`config.mk`:
```
export PLATFORM = sky130hd
export DESIGN_NAME = bzm_back
export DESIGN_NICKNAME = d
export VERILOG_FILES = /design/src/rtl/core/bzm_pkg.sv /design/src/rtl/core/bzm_back.sv
export SDC_FILE = /design/constraint.sdc
export NUM_CORES = 1
export LEC_CHECK = 0
export BUFFER_PORTS_ARGS = -buffer_cell sky130_fd_sc_hd__buf_4
export CAP_MARGIN = 20
export CORE_ASPECT_RATIO = 1.2
export CORE_MARGIN = 1
export CORE_UTILIZATION = 25
export DETAILED_ROUTE_END_ITERATION = 6
export GPL_TIMING_DRIVEN = 0
export SLEW_MARGIN = 20
export SYNTH_ARGS = -nofsm -noshare
export SYNTH_HDL_FRONTEND = slang
export SYNTH_SLANG_ARGS = --single-unit
```
`constraint.sdc`:
```
create_clock -name clock -period 4.8 [get_ports clock]
set_input_delay 1.2 -clock clock [delete_from_list [all_inputs] [get_ports clock]]
set_output_delay 1.2 -clock clock [all_outputs]
set_load 0.005 [all_outputs]
```
`src/rtl/core/bzm_pkg.sv`:
```
`timescale 1ns / 1ps
// bzm_pkg: shared types and constants of the bilinear 2x zoom unit
// no dependencies

package bzm_pkg;

   localparam int CFG_W   = 11;
   localparam int PIX_W   = 8;
   localparam int COORD_W = 11;
   localparam int QDEPTH  = 4;
   localparam int QPTR_W  = 2;
   localparam int QCNT_W  = 3;

   typedef enum logic {
      CSR_IN_WIDTH  = 1'b0,
      CSR_IN_HEIGHT = 1'b1
   } csr_index_type;

   typedef enum logic [1:0] {
      KIND_CENTER = 2'd0,
      KIND_UP     = 2'd1,
      KIND_LEFT   = 2'd2,
      KIND_COPY   = 2'd3
   } kind_type;

   // one source pixel, classified and averaged, waiting for the back end
   typedef struct packed {
      logic [COORD_W-1:0] row2;
      logic [COORD_W-1:0] col2;
      logic               has_up;
      logic               has_left;
      logic [PIX_W-1:0]   v_center;
      logic [PIX_W-1:0]   v_up;
      logic [PIX_W-1:0]   v_left;
      logic [PIX_W-1:0]   pix;
      logic               frame_last;
   } job_type;

endpackage

```
`src/rtl/core/bzm_back.sv`:
```
`timescale 1ns / 1ps
// bzm_back: expands each job into one to four zoomed pixels, one per cycle while rsp_stall is low
// uses bzm_pkg

module bzm_back
   import bzm_pkg::*;
(
   input  logic               clock,
   input  logic               reset,
   input  logic               head_valid,
   input  job_type            head_job,
   output logic               pop,
   output logic               rsp_valid,
   input  logic               rsp_stall,
   output logic [COORD_W-1:0] rsp_out_row,
   output logic [COORD_W-1:0] rsp_out_col,
   output logic [PIX_W-1:0]   rsp_value,
   output logic               rsp_last_of_run,
   output logic               rsp_frame_end
);

   logic [2:0]         done_ff, done_in;
   logic               rsp_valid_ff, rsp_valid_in;
   logic [COORD_W-1:0] row_ff, row_in;
   logic [COORD_W-1:0] col_ff, col_in;
   logic [PIX_W-1:0]   value_ff, value_in;
   logic               last_ff, last_in;
   logic               fend_ff, fend_in;

   kind_type kind;
   logic     load;

   always_comb begin
      if (head_job.has_up && head_job.has_left && !done_ff[0]) begin
         kind = KIND_CENTER;
      end else if (head_job.has_up && !done_ff[1]) begin
         kind = KIND_UP;
      end else if (head_job.has_left && !done_ff[2]) begin
         kind = KIND_LEFT;
      end else begin
         kind = KIND_COPY;
      end
   end

   assign load = head_valid && (!rsp_valid_ff || !rsp_stall);
   assign pop  = load && (kind == KIND_COPY);

   always_comb begin
      row_in       = row_ff;
      col_in       = col_ff;
      value_in     = value_ff;
      last_in      = last_ff;
      fend_in      = fend_ff;
      done_in      = done_ff;
      rsp_valid_in = rsp_stall ? rsp_valid_ff : 1'b0;
      if (load) begin
         rsp_valid_in = 1'b1;
         last_in      = 1'b0;
         fend_in      = 1'b0;
         case (kind)
            KIND_CENTER: begin
               row_in     = head_job.row2 - 1'b1;
               col_in     = head_job.col2 - 1'b1;
               value_in   = head_job.v_center;
               done_in[0] = 1'b1;
            end
            KIND_UP: begin
               row_in     = head_job.row2 - 1'b1;
               col_in     = head_job.col2;
               value_in   = head_job.v_up;
               done_in[1] = 1'b1;
            end
            KIND_LEFT: begin
               row_in     = head_job.row2;
               col_in     = head_job.col2 - 1'b1;
               value_in   = head_job.v_left;
               done_in[2] = 1'b1;
            end
            default: begin
               row_in   = head_job.row2;
               col_in   = head_job.col2;
               value_in = head_job.pix;
               last_in  = 1'b1;
               fend_in  = head_job.frame_last;
               done_in  = '0;
            end
         endcase
      end
   end

   always_ff @(posedge clock) begin
      if (reset) begin
         done_ff      <= '0;
         rsp_valid_ff <= 1'b0;
      end else begin
         done_ff      <= done_in;
         rsp_valid_ff <= rsp_valid_in;
      end
   end

   always_ff @(posedge clock) begin
      row_ff   <= row_in;
      col_ff   <= col_in;
      value_ff <= value_in;
      last_ff  <= last_in;
      fend_ff  <= fend_in;
   end

   assign rsp_valid       = rsp_valid_ff;
   assign rsp_out_row     = row_ff;
   assign rsp_out_col     = col_ff;
   assign rsp_value       = value_ff;
   assign rsp_last_of_run = last_ff;
   assign rsp_frame_end   = fend_ff;

`ifndef SYNTHESIS
   a_fend_on_copy: assert property (@(posedge clock) disable iff (reset)
      rsp_valid_ff && fend_ff |-> last_ff)
      else $error("frame end on a non-copy word");

   a_job_held: assert property (@(posedge clock) disable iff (reset)
      rsp_valid_ff && !last_ff |-> head_valid)
      else $error("job left the queue before its copy word");
`endif

endmodule

```
==> qor.csv <==
stage,metric,value,unit
run_status,status,"complete, no violations",
grt,grt_pass1_wl,7.389,mm
logic_synthesis,synth.distinct_cells,36,
worst_hold_path,worstHoldStart,done_ff[0],
setup_path,cp.required,3.60,ns
die,core_area,7232,um2
sta,hold_violations,0,
logic_synthesis,synthCells,160,
placed_design,io_buffers,94,
grt,grt_max_degree,23,
setup_path,r2r-start,rsp_valid,
sta,post-route-period-util,75.49,%
worst_hold_path,hold_path.class,flop to flop,
route,drtIter0Drc,42,
placed_design,gp_congestion,0.7342,
logic_synthesis,synth-edff-count,32,
route,via_per_inst,4.597,
sta,min_period,3.624,ns
setup_path,cp.arrival,2.42,ns
logic_synthesis,synth_flop_cell,edfxtp_1,
cts,clock-root-buffer,clkbuf_8,
die,fp.dieW,80.65,um
route,drt_pass1_iterations,4,
cts,cts_tree,yes,
setup_path,cp-start-kind,input pin,
setup_path,rr_endpoint,done_ff[0],
sta,fmax,0.2760,GHz
sta,worst_slew_margin_rel,51.95,%
final_layout,syn_to_final_growth,50.17,%
cts,clk_latency,0.28,ns
logic_synthesis,ys_ff_latch,36,
final_layout,final_area,2786,um2
final_layout,drive_above_1_share,41.98,%
logic_synthesis,seq_area_frac_synth,56.10,%
die,pin_count,95,
cts,post-cts-setup-buffers,0,
setup_path,r2r_slack,2.95,ns
placed_design,preCtsSetupSlack,1.162,ns
logic_synthesis,synth_top_cell_by_area,edfxtp_1,
cts,cts_sinks,36,
placed_design,dp.final_hpwl,3.551,mm
setup_path,crit_fanout,10,
setup_path,endpoint,pop,
die,die_h,96.38,um
logic_synthesis,synth.area.top_cells,"edfxtp_1 (52%), xor2_1 (5.7%), a221o_1 (4.3%)",
final_layout,antennaDiodeCount,0,
cts,clock_path_buffers,2,
logic_synthesis,syn_area,1856,um2
power,p_leak,1.169,nW
sta,tightest_slew,0.7192,ns
grt,first_global_vias,1588,
logic_synthesis,syn_avg_cell_area,11.60,um2
sta,tns,0,ns
power,worst_ir_drop_vdd,0.1072,mV
cts,numCtsBuffers,5,
setup_path,critical_path.endpoint_type,primary output,
job,max_cap_violations,0,
final_layout,nNetsFinal,325,
sta,setup_ws,1.176,ns
setup_path,startpoint,head_job[33],
setup_path,ff2ff_path_depth,5,
sta,fin_worst_skew,0.003390,ns
die,start_util,25.66,%
cts,cts_max_level,2,
cts,cts.repair.resized,0,
cts,cts.reportedPaths.clkPinSlew,0.07,ns
route,wirelength,4.606,mm
die,num_rows,34,
sta,slew_viol_final,0,
sta,setup_violations,0,
grt,grt_overflow_total,0,
route,drc,0,
route,vias,1618,
grt,antenna_found_initial,0,
logic_synthesis,synth_top_cell_area_share,51.79,%
logic_synthesis,async_reset_ff_share,0,%
route,antenna_left,0,
die,die_area,7772,um2
placed_design,placed_area,2709,um2
sta,rsz0062_at_grt,no,
logic_synthesis,ys_warn_count,0,
cts,cts_hold_buf,0,
grt,grt.total_usage,12.64,%
setup_path,crit_type,input pin to primary output,
logic_synthesis,syn_nets,223,
power,power_density,265.0,nW/um2
route,wl_per_cell,13.09,um
## final cells by class
class,instances,area [um2]
fill,752,4446
inverter,6,22.52
tap,90,112.6
clock inverter,1,5.005
timing repair buffer,95,733.2
buffer,4,26.28
clock buffer,6,72.57
multi-input combinational,114,773.2
sequential,36,1041
## logic make-up (layout without fill, tap and decap cells)
kind of cell	after synthesis	after routing	synth area share [%]
buffers and inverters	10	112	2.629
adders and majority gates	2	2	1.348
xor gates and xnor gates	20	20	9.440
and+or+nand+nor	60	60	16.45
DFF	36	36	56.10
AOI/OAI and AO/OA	32	32	14.03
## registers in the layout, indices dropped and copies added (netlist names)
register / cells
rsp_frame_end: 1
done_ff: 3
rsp_out_col: 11
rsp_value: 8
rsp_out_row: 11
rsp_valid: 1
rsp_last_of_run: 1
## Yosys cell counts (2+ instances only)
| master | instances |
|---|---|
| dfxtp_1 | 4 |
| nand3_1 | 11 |
| nand2_1 | 15 |
| nor2b_1 | 2 |
| ha_1 | 2 |
| and2_1 | 2 |
| inv_1 | 5 |
| a21boi_2 | 2 |
| edfxtp_1 | 32 |
| buf_2 | 3 |
| xor2_1 | 12 |
| nor4_1 | 6 |
| nor2_1 | 8 |
| nor3_1 | 4 |
| o21ai_0 | 3 |
| or4_1 | 2 |
| a21boi_0 | 8 |
| a221o_1 | 8 |
| xnor2_1 | 8 |
| nand2b_1 | 3 |
| a21oi_1 | 3 |
| or3_1 | 3 |
## metal layers
layer / vias to the layer above / GRT usage [%] / part of all wire [%]
met1: 747 / 14.58 / 40
li1: 799 / - / -
met2: 67 / 22.18 / 51
met3: 5 / 3.662 / 7.6
met5: - / 0 / 0
met4: 0 / 4.464 / 1.6
## critical path, cell delays in order
cell	delay (ns)
buf_4	0.13
nand2b_1	0.06
buf_2	0.21
a21boi_2	0.11
nor2_1	0.28
buf_6	0.20
and2_1	0.13
buf_4	0.10
## worst min-delay path by stage
stage | to | slack (ns) | cells after the start
global route | done_ff[0] | 0.54 | 2
floorplan | done_ff[0] | 0.47 | 2
finish | done_ff[0] | 0.51 | 2
CTS | done_ff[0] | 0.51 | 2
detailed placement | done_ff[0] | 0.50 | 2
global placement | done_ff[0] | 0.50 | 2
## power by group
group	switching, mW	internal, mW	total, mW	leakage (nW)
clock	0.102	0.0986	0.200	0.0410
sequential	0.00771	0.371	0.379	0.345
combinational	0.0701	0.0895	0.160	0.783
## metrics by stage
stage | hold slack, ns | utilization, % | total power [mW] | cells
2_1_floorplan | 0.4723 | - | 0.4494 | 160
3_3_place_gp | 0.4967 | 36.97 | 0.5415 | 344
3_5_place_dp | 0.4981 | 37.46 | 0.5480 | 345
4_1_cts | 0.5124 | 38.53 | 0.7543 | 352
5_1_grt | 0.5425 | 38.53 | 0.7857 | 352
6_report | 0.5136 | 38.53 | 0.7385 | 352
## cells in the final DEF, fill, tap and decap left out, types with 3 or more instances in the layout
cell / instances
buf_4: 94
inv_1: 5
buf_2: 3
or3_1: 3
a21oi_1: 3
edfxtp_1: 32
nor3_1: 4
o21ai_0: 3
nand2_1: 15
nor4_1: 6
xnor2_1: 8
nand2b_1: 3
dfxtp_1: 4
nand3_1: 11
xor2_1: 12
clkbuf_8: 5
a221o_1: 8
nor2_1: 8
a21boi_0: 8
(Power assumes the default switching activity.)
