--- src/rtl/core/bzm_pkg.sv ---
`timescale 1ns / 1ps
// bzm_pkg: shared types and constants of the bilinear 2x zoom unit
// no dependencies

package bzm_pkg;

   localparam int CFG_W   = 11;
   localparam int PIX_W   = 8;
   localparam int COORD_W = 11;
   localparam int QDEPTH  = 4;
   localparam int QPTR_W  = 2;
   localparam int QCNT_W  = 3;

   typedef enum logic {
      CSR_IN_WIDTH  = 1'b0,
      CSR_IN_HEIGHT = 1'b1
   } csr_index_type;

   typedef enum logic [1:0] {
      KIND_CENTER = 2'd0,
      KIND_UP     = 2'd1,
      KIND_LEFT   = 2'd2,
      KIND_COPY   = 2'd3
   } kind_type;

   // one source pixel, classified and averaged, waiting for the back end
   typedef struct packed {
      logic [COORD_W-1:0] row2;
      logic [COORD_W-1:0] col2;
      logic               has_up;
      logic               has_left;
      logic [PIX_W-1:0]   v_center;
      logic [PIX_W-1:0]   v_up;
      logic [PIX_W-1:0]   v_left;
      logic [PIX_W-1:0]   pix;
      logic               frame_last;
   } job_type;

endpackage

--- src/rtl/core/bzm_queue.sv ---
`timescale 1ns / 1ps
// bzm_queue: short job queue between front and back end
// uses bzm_pkg

module bzm_queue
   import bzm_pkg::*;
(
   input  logic    clock,
   input  logic    reset,
   input  logic    push,
   input  job_type push_job,
   output logic    full,
   input  logic    pop,
   output logic    head_valid,
   output job_type head_job
);

   job_type           slot_ff [QDEPTH];
   logic [QPTR_W-1:0] wr_ptr_ff, wr_ptr_in;
   logic [QPTR_W-1:0] rd_ptr_ff, rd_ptr_in;
   logic [QCNT_W-1:0] count_ff, count_in;

   assign full       = (count_ff == QCNT_W'(QDEPTH));
   assign head_valid = (count_ff != '0);
   assign head_job   = slot_ff[rd_ptr_ff];

   always_comb begin
      wr_ptr_in = push ? wr_ptr_ff + 1'b1 : wr_ptr_ff;
      rd_ptr_in = pop ? rd_ptr_ff + 1'b1 : rd_ptr_ff;
      count_in  = count_ff;
      if (push && !pop) begin
         count_in = count_ff + 1'b1;
      end else if (pop && !push) begin
         count_in = count_ff - 1'b1;
      end
   end

   always_ff @(posedge clock) begin
      if (reset) begin
         wr_ptr_ff <= '0;
         rd_ptr_ff <= '0;
         count_ff  <= '0;
      end else begin
         wr_ptr_ff <= wr_ptr_in;
         rd_ptr_ff <= rd_ptr_in;
         count_ff  <= count_in;
      end
   end

   always_ff @(posedge clock) begin
      if (push) begin
         slot_ff[wr_ptr_ff] <= push_job;
      end
   end

`ifndef SYNTHESIS
   a_count_bound: assert property (@(posedge clock) disable iff (reset)
      count_ff <= QCNT_W'(QDEPTH))
      else $error("queue count above depth");

   a_pop_nonempty: assert property (@(posedge clock) disable iff (reset)
      pop |-> head_valid)
      else $error("pop from empty queue");
`endif

endmodule

--- config.mk ---
export PLATFORM = sky130hd
export DESIGN_NAME = bzm_queue
export DESIGN_NICKNAME = d
export VERILOG_FILES = /design/src/rtl/core/bzm_pkg.sv /design/src/rtl/core/bzm_queue.sv
export SDC_FILE = /design/constraint.sdc
export NUM_CORES = 1
export LEC_CHECK = 0
export BUFFER_PORTS_ARGS = -buffer_cell sky130_fd_sc_hd__buf_4
export CORE_MARGIN = 3
export CORE_UTILIZATION = 55
export DETAILED_ROUTE_END_ITERATION = 16
export PLACE_DENSITY = 0.77
export SLEW_MARGIN = 10
export SYNTH_ARGS = -nofsm -noshare
export SYNTH_HDL_FRONTEND = slang
export SYNTH_SLANG_ARGS = --single-unit
--- constraint.sdc ---
create_clock -name clock -period 3.39 [get_ports clock]
set_clock_uncertainty 0.2 [all_clocks]
set_input_delay 0.339 -clock clock [delete_from_list [all_inputs] [get_ports clock]]
set_output_delay 0.339 -clock clock [all_outputs]
set_load 0.005 [all_outputs]
==> summary.md, run 1 <==
| Metric | Value |
|---|---|
| Max Cap Violations | `0` |
| Final HPWL DP | `between 8 and 9 mm` |
| Seq cells post-synth | `237` |
| First-pass GRT wire length | `25.4 mm` |
| DRT Wirelength | `between 15 and 20 mm` |
| Clock Path Buffers | `3` |
| Pwr per Cell Area | `~580 nW/um^2` |
| Initial drt markers | `roughly 300` |
| Clock root buffer | `clkbuf_16` |
| Commonest cells post-synth | `228 x edfxtp_1, 57 x mux4_2, 9 x dfxtp_1, 7 x nor2_1, 5 x ha_1` |
| Initial Util | `56.5%` |
| Synthesized cell area | `8650 sq um` |
| Final critical-path share of the clock period | `82.7%` |
| Fill cell count | `931` |
| Synthesized area per cell | `roughly 25 sq um` |
| Status | `completed` |
| Layout cells sized above 1 | `39.1%` |
| Wirelength per Cell | `~20 um` |
| Ys async rst share | `0%` |
| Critical path class | `register to primary output` |
| CP startpoint kind | `register` |
| Max Transition Viols Final | `0` |
| Area growth syn-to-layout | `28.5%` |
| CP dominant cell by count | `buf_4` |
| GR Overflow Total | `0` |
| Main synth FF type | `edfxtp_1` |
| Post-Syn Nets | `408` |
| Worst path max stage delay | `approximately 0.66 ns` |
| Synth Area in Compound Gates | `0.116%` |
| Peak VDD IR | `0.399 mV` |
| Slowest CP cell | `dfxtp_4` |
| CTS Buf Count | `24` |
| Io pins | `between 100 and 150` |
| HP Class | `register to register` |
| Multi-input logic area | `1520 sq um` |
| DRC Markers | `0` |
| Synth cell types | `20` |
| Fmax | `357 MHz` |
| Register area | `7030 sq um` |
| Antenna Nets Post-Route | `0` |
| Vias per inst | `5.39` |
| IO Port Bufs | `119` |
| Final net count | `607` |
| Setup TNS | `0 ns` |
| Critical path cell sequence | `buf_4, mux4_2, buf_4` |
| Most common cell in the netlist | `edfxtp_1` |
| Die boundary width | `131 um` |
| Routability Congestion | `0.681` |
| Die area | `approximately 17000 sq um` |
| Post-Synth Simple-Gate Area | `less than 1%` |
| # diodes | `0` |
| Placed cell areas | `9800 sq um` |
| Post-synth EDFFs | `around 230` |
| Family with the most delay on the worst path | `flip-flops` |
| Syn Inst Count | `341` |
| Clk_lat worst skew | `0.50 ns` |
| # rows | `45` |
| Crit end category | `primary output` |
| Actual slew at the worst max-slew pin | `0.877 ns` |
| Top cells by area, synth | `edfxtp_1 79%, mux4_2 15%, dfxtp_1 2.1%` |
| Fin. Hold Viols | `0` |
| Min Tclk post-route | `2.80 ns` |
| Core ar. | `roughly 15000 sq um` |
| Buf/Inv on CP | `2` |
| Leakage power | `between 3 and 4 nW` |
| WP data arrival | `2.26 ns` |
| Post-synthesis sequential area ratio | `81.2%` |
| Total vias in the final route | `4140` |
| RSZ-0062 raised after global routing | `false` |
| Largest net degree at the start of global routing | `58` |
| Largest family of logic cells by synthesized area | `multiplexers` |
| Cell taking the most area after synthesis | `edfxtp_1` |
| Adder-cell share of the synthesized area | `less than 1%` |
| H-Tree Depth | `1` |
| Synth warn | `0` |
| CTS Sinks | `237` |
| DRT Pass-1 Iters | `4` |
| Synth Area in XOR/XNOR | `0.506%` |
| Max Fanout on Critical Path | `23` |
| Die H | `131 um` |
| Synth top area share | `79.2%` |
| Post-route cell area | `11100 sq um` |
| All-Layer GR Usage | `18.7%` |
| Number of setup violations in the final report | `0` |
| CTS tree | `done` |
| Crit path required time | `between 2 and 3 ns` |
| Initial antenna violation count | `0` |
| Vias in the first global route | `4557` |
| Clock-pin slew on the worst setup and hold paths | `0.06 ns` |
| Slew HR | `between 40 and 50%` |
| Mux contribution to synthesized area | `15.1%` |
power by group:
group | leakage (nW) | switching [mW] | internal [mW]
Combinational | 1.31 | 0.285 | 0.406
Sequential | 2.17 | 0.0637 | 3.36
Clock | 0.345 | 0.994 | 1.35
Total | 3.82 | 1.34 | 5.12
worst register-to-register path: cells and delay by family (launching register included):
| kind | cells | cell delay, ns |
|---|---|---|
| flip-flops | 1 | 0.39 |
| AND/OR/NAND/NOR | 1 | 0.72 |
| adder cells (fa/ha/maj) | 1 | 0.18 |
final cells by class:
| type | instances | area share, % |
|---|---|---|
| Clock inverter | 10 | 0.428 |
| Inverter | 4 | 0.135 |
| Sequential cell | 237 | 63.3 |
| Clock buffer | 33 | 5.90 |
| Multi-Input combinational cell | 87 | 13.7 |
| Timing Repair Buffer | 186 | 14.2 |
| Tap cell | 211 | 2.38 |
through the flow:
stage	util, %	power [mW]	setup WS, ns	std cells	hold WS, ns
final	72.6	6.46	0.588	768	0.311
after detailed placement	64.0	4.13	0.995	664	0.298
after CTS	72.6	6.52	0.473	768	0.311
after global placement	64.0	4.11	1.02	664	0.275
after global routing	72.6	6.71	0.388	768	0.335
after floorplan	-	3.79	0.878	341	0.238
placed cells by master (no fill, tap or decap), types with 4 or more instances in the layout:
cell type	Yosys	routed
edfxtp_1	228	228
clkinv_1	0	5
dlygate4sd3_1	0	61
clkinv_2	0	4
dfxtp_1	9	7
mux4_2	57	57
buf_4	2	123
nor2_1	7	7
inv_1	4	4
clkbuf_1	3	8
clkbuf_16	0	25
ha_1	5	5
flip-flops by register name, indices dropped and copies added, names as in the netlist, named ones only:
name and cells:
slot_ff 228, rd_ptr_ff 2, count_ff 3, wr_ptr_ff 2
cell families after synthesis:
group	Yosys count
muxes	59
AOI/OAI and AO/OA	2
xor gates and xnor gates	5
buffers and inverters	17
and+or+nand+nor	15
DFF	237
adders and majority gates	6
routing by layer:
layer  GRT usage, %  share of wire (%)  vias to the layer above  routed length, um
li1               -                  -                     1838                  -
met1           25.9                 41                     2143               6490
met2           31.2                 51                      132               8050
met3           3.98                5.7                       27                899
met4           4.73                1.5                        0                229
met5              0                  0                        -                  0
worst paths after layout:
check                           slack [ns]          from              to  depth (start not counted)
worst min-delay path                  0.31   count_ff[2]     count_ff[2]                          2
worst max-delay path                  0.59      register     head_job[1]                          3
worst max register to register        1.48  wr_ptr_ff[0]  slot_ff[3][11]                          2
worst min register to register        0.31   count_ff[2]     count_ff[2]                          2
timing repair:
| action | 4_1_cts | 5_1_grt |
|---|---|---|
| hold buffers | 61 | 0 |
| gates resized for setup | 0 | 0 |
| setup buffers | 0 | 0 |
| endpoints found under the hold margin | 237 | 0 |
Note: power is estimated with default switching activity, not from simulation.
==> inputs of run 2 (changes only) <==
--- a/config.mk
+++ b/config.mk
@@ -7,9 +7,9 @@
 export LEC_CHECK = 0
 export BUFFER_PORTS_ARGS = -buffer_cell sky130_fd_sc_hd__buf_4
 export CORE_MARGIN = 3
-export CORE_UTILIZATION = 55
+export CORE_UTILIZATION = 51
 export DETAILED_ROUTE_END_ITERATION = 16
-export PLACE_DENSITY = 0.77
+export PLACE_DENSITY = 0.75
 export SLEW_MARGIN = 10
 export SYNTH_ARGS = -nofsm -noshare
 export SYNTH_HDL_FRONTEND = slang
==> constraint.sdc (replaced) <==
create_clock -name clock -period 2.28 [get_ports clock]
set_clock_uncertainty 0.2 [all_clocks]
set_input_delay 0.228 -clock clock [delete_from_list [all_inputs] [get_ports clock]]
set_output_delay 0.228 -clock clock [all_outputs]
set_load 0.005 [all_outputs]
==> run 2 against run 1 <==
  * The flow now finishes with violations (setup timing)
  * Sequential power grew 48%
  * Count of clock-buffer cells in the layout grew 1
  * Wire length grew 8.2%
  * Largest cell class unchanged
==> summary.md, run 2 (synthesis results as in run 1) <==
| Metric | Value |
|---|---|
| Status | `finished with violations` |
| Failing checks | `setup timing` |
| GR Overflow Total | `0` |
| Core ar. | `16200 sq um` |
| Layout cells sized above 1 | `41.6%` |
| Vias in the first global route | `4508` |
| Post-Place Cells | `672` |
| Max Fanout on Critical Path | `5` |
| Initial Util | `between 50% and 60%` |
| Fin. Hold Viols | `0` |
| GRT Max-Usage Layer | `met2` |
| DRT Wirelength | `17.0 mm` |
| Worst R2R Path Depth | `4` |
| Antenna Nets Post-Route | `0` |
| Final HPWL DP | `8.80 mm` |
| IO Port Bufs | `119` |
| Crit path required time | `~1.9 ns` |
| Hold depth | `2` |
| Register area | `7030 sq um` |
| Most flops, register | `slot_ff` |
| Pwr per Cell Area | `876 nW/um^2` |
| Fmax | `434 MHz` |
| Clk_lat worst skew | `0.51 ns` |
| CTS tree | `done` |
| Area growth syn-to-layout | `35.3%` |
| Commonest cells after routing, fill and taps aside | `228 x edfxtp_1, 66 x buf_4, 60 x dlygate4sd3_1, 58 x buf_6, 57 x mux4_2` |
| Largest net degree at the start of global routing | `58` |
| HP Class | `input port to register` |
| Biggest regs | `slot_ff: 228 flops, count_ff: 3 flops` |
| Number of setup violations in the final report | `26` |
| Grt met1 use | `approximately 25%` |
| Initial drt markers | `235` |
| Critical path class | `register to primary output` |
| H-Tree Depth | `1` |
| CTS Sinks | `237` |
| Multi-input logic area | `between 1500 and 2000 sq um` |
| DRC Markers | `0` |
| GR Util met3 | `under 10%` |
| Clock root buffer | `clkbuf_16` |
| Worst hold slack | `roughly 0.25 ns` |
| Max reg flops | `228` |
| Max Transition Viols Final | `0` |
| Final net count | `619` |
| Die area | `18600 sq um` |
| Fill cell count | `954` |
| Total vias in the final route | `4200` |
| Crit end category | `primary output` |
| Worst path max stage delay | `0.54 ns` |
| Final critical-path share of the clock period | `101%` |
| Die H | `136 um` |
| Leakage power | `4.06 nW` |
| First-pass GRT wire length | `25.1 mm` |
| RSZ-0062 raised after global routing | `true` |
| Clock-pin slew on the worst setup and hold paths | `approximately 0.06 ns` |
| # diodes | `0` |
| Io pins | `120` |
| All-Layer GR Usage | `18.0%` |
| DRT Pass-1 Iters | `4` |
| Die boundary width | `136 um` |
| Max Cap Violations | `0` |
| Critical path cell sequence | `buf_8, buf_16, mux4_2, buf_6` |
| Clock Path Buffers | `3` |
| # rows | `46` |
| WP data arrival | `1.88 ns` |
| Slew HR | `between 70% and 80%` |
| Final setup margin | `-0.0256 ns` |
| GR Util met2 | `between 30% and 40%` |
| Wirelength per Cell | `21.6 um` |
| Initial antenna violation count | `0` |
| Vias per inst | `5.34` |
| Peak VDD IR | `0.618 mV` |
| CP startpoint kind | `register` |
| Actual slew at the worst max-slew pin | `slightly below 0.4 ns` |
| Commonest non-fill, non-tap cell in the layout | `edfxtp_1` |
| Slowest CP cell | `mux4_2` |
| CTS Buf Count | `24` |
| Routability Congestion | `approximately 0.74` |
| Min Tclk post-route | `2.31 ns` |
| Layout Cells excl Fill | `786` |
-- run 2: worst paths after layout --
kind	startpoint	to	slack, ns
worst min register to register	count_ff[2]	count_ff[2]	0.32
worst max-delay path	register	head_job[53]	-0.03
worst min-delay path	push_job[1]	slot_ff[3][1]	0.25
worst max register to register	wr_ptr_ff[0]	slot_ff[0][37]	0.59
-- run 2: stage by stage --
| stage | total power [mW] | instance area [sq um] | setup WS (ns) | utilization (%) | setup TNS, ns |
|---|---|---|---|---|---|
| 4_1_cts | 10.3 | 11500 | -0.0687 | 71.0 | -1.46 |
| 2_1_floorplan | 5.63 | 8650 | 0.385 | - | 0 |
| 5_1_grt | 10.6 | 11700 | -0.0827 | 72.1 | -3.03 |
| 3_5_place_dp | 6.16 | 9890 | 0.377 | 60.9 | 0 |
| 6_report | 10.3 | 11700 | -0.0256 | 72.1 | -0.289 |
| 3_3_place_gp | 6.13 | 9890 | 0.421 | 60.9 | 0 |
-- run 2: what timing repair did --
item                                   in CTS  in global routing
setup endpoints to repair                  37                 57
setup buffers                               0                  3
gates resized for setup                    54                  6
hold buffers                               60                  0
gates cloned                                1                  6
endpoints found under the hold margin     237                  0
-- run 2: layout make-up --
type                       count  area share, %
clock buffer                  34           5.71
clock inverter                10           1.19
inverter                       4          0.128
multi-input combinational     87           13.0
sequential                   237           60.1
tap                          216           2.31
timing repair buffer         198           17.6
-- run 2: critical path, delay by kind of cell (launching register included) --
kind	cells	cell delay [ns]
multiplexers	1	0.54
flip-flops	1	0.40
buffers and inverters	3	0.42
-- run 2: power breakdown --
part	switching [mW]	internal, mW
clock network	1.51	2.39
logic	0.522	0.772
registers	0.0642	5.00
-- run 2: per-layer routing --
| metal | vias to the layer above | wire, um |
|---|---|---|
| met3 | 18 | 995 |
| met4 | 0 | 147 |
| met1 | 2185 | 7190 |
| li1 | 1871 | - |
| met5 | - | 0 |
| met2 | 126 | 8630 |
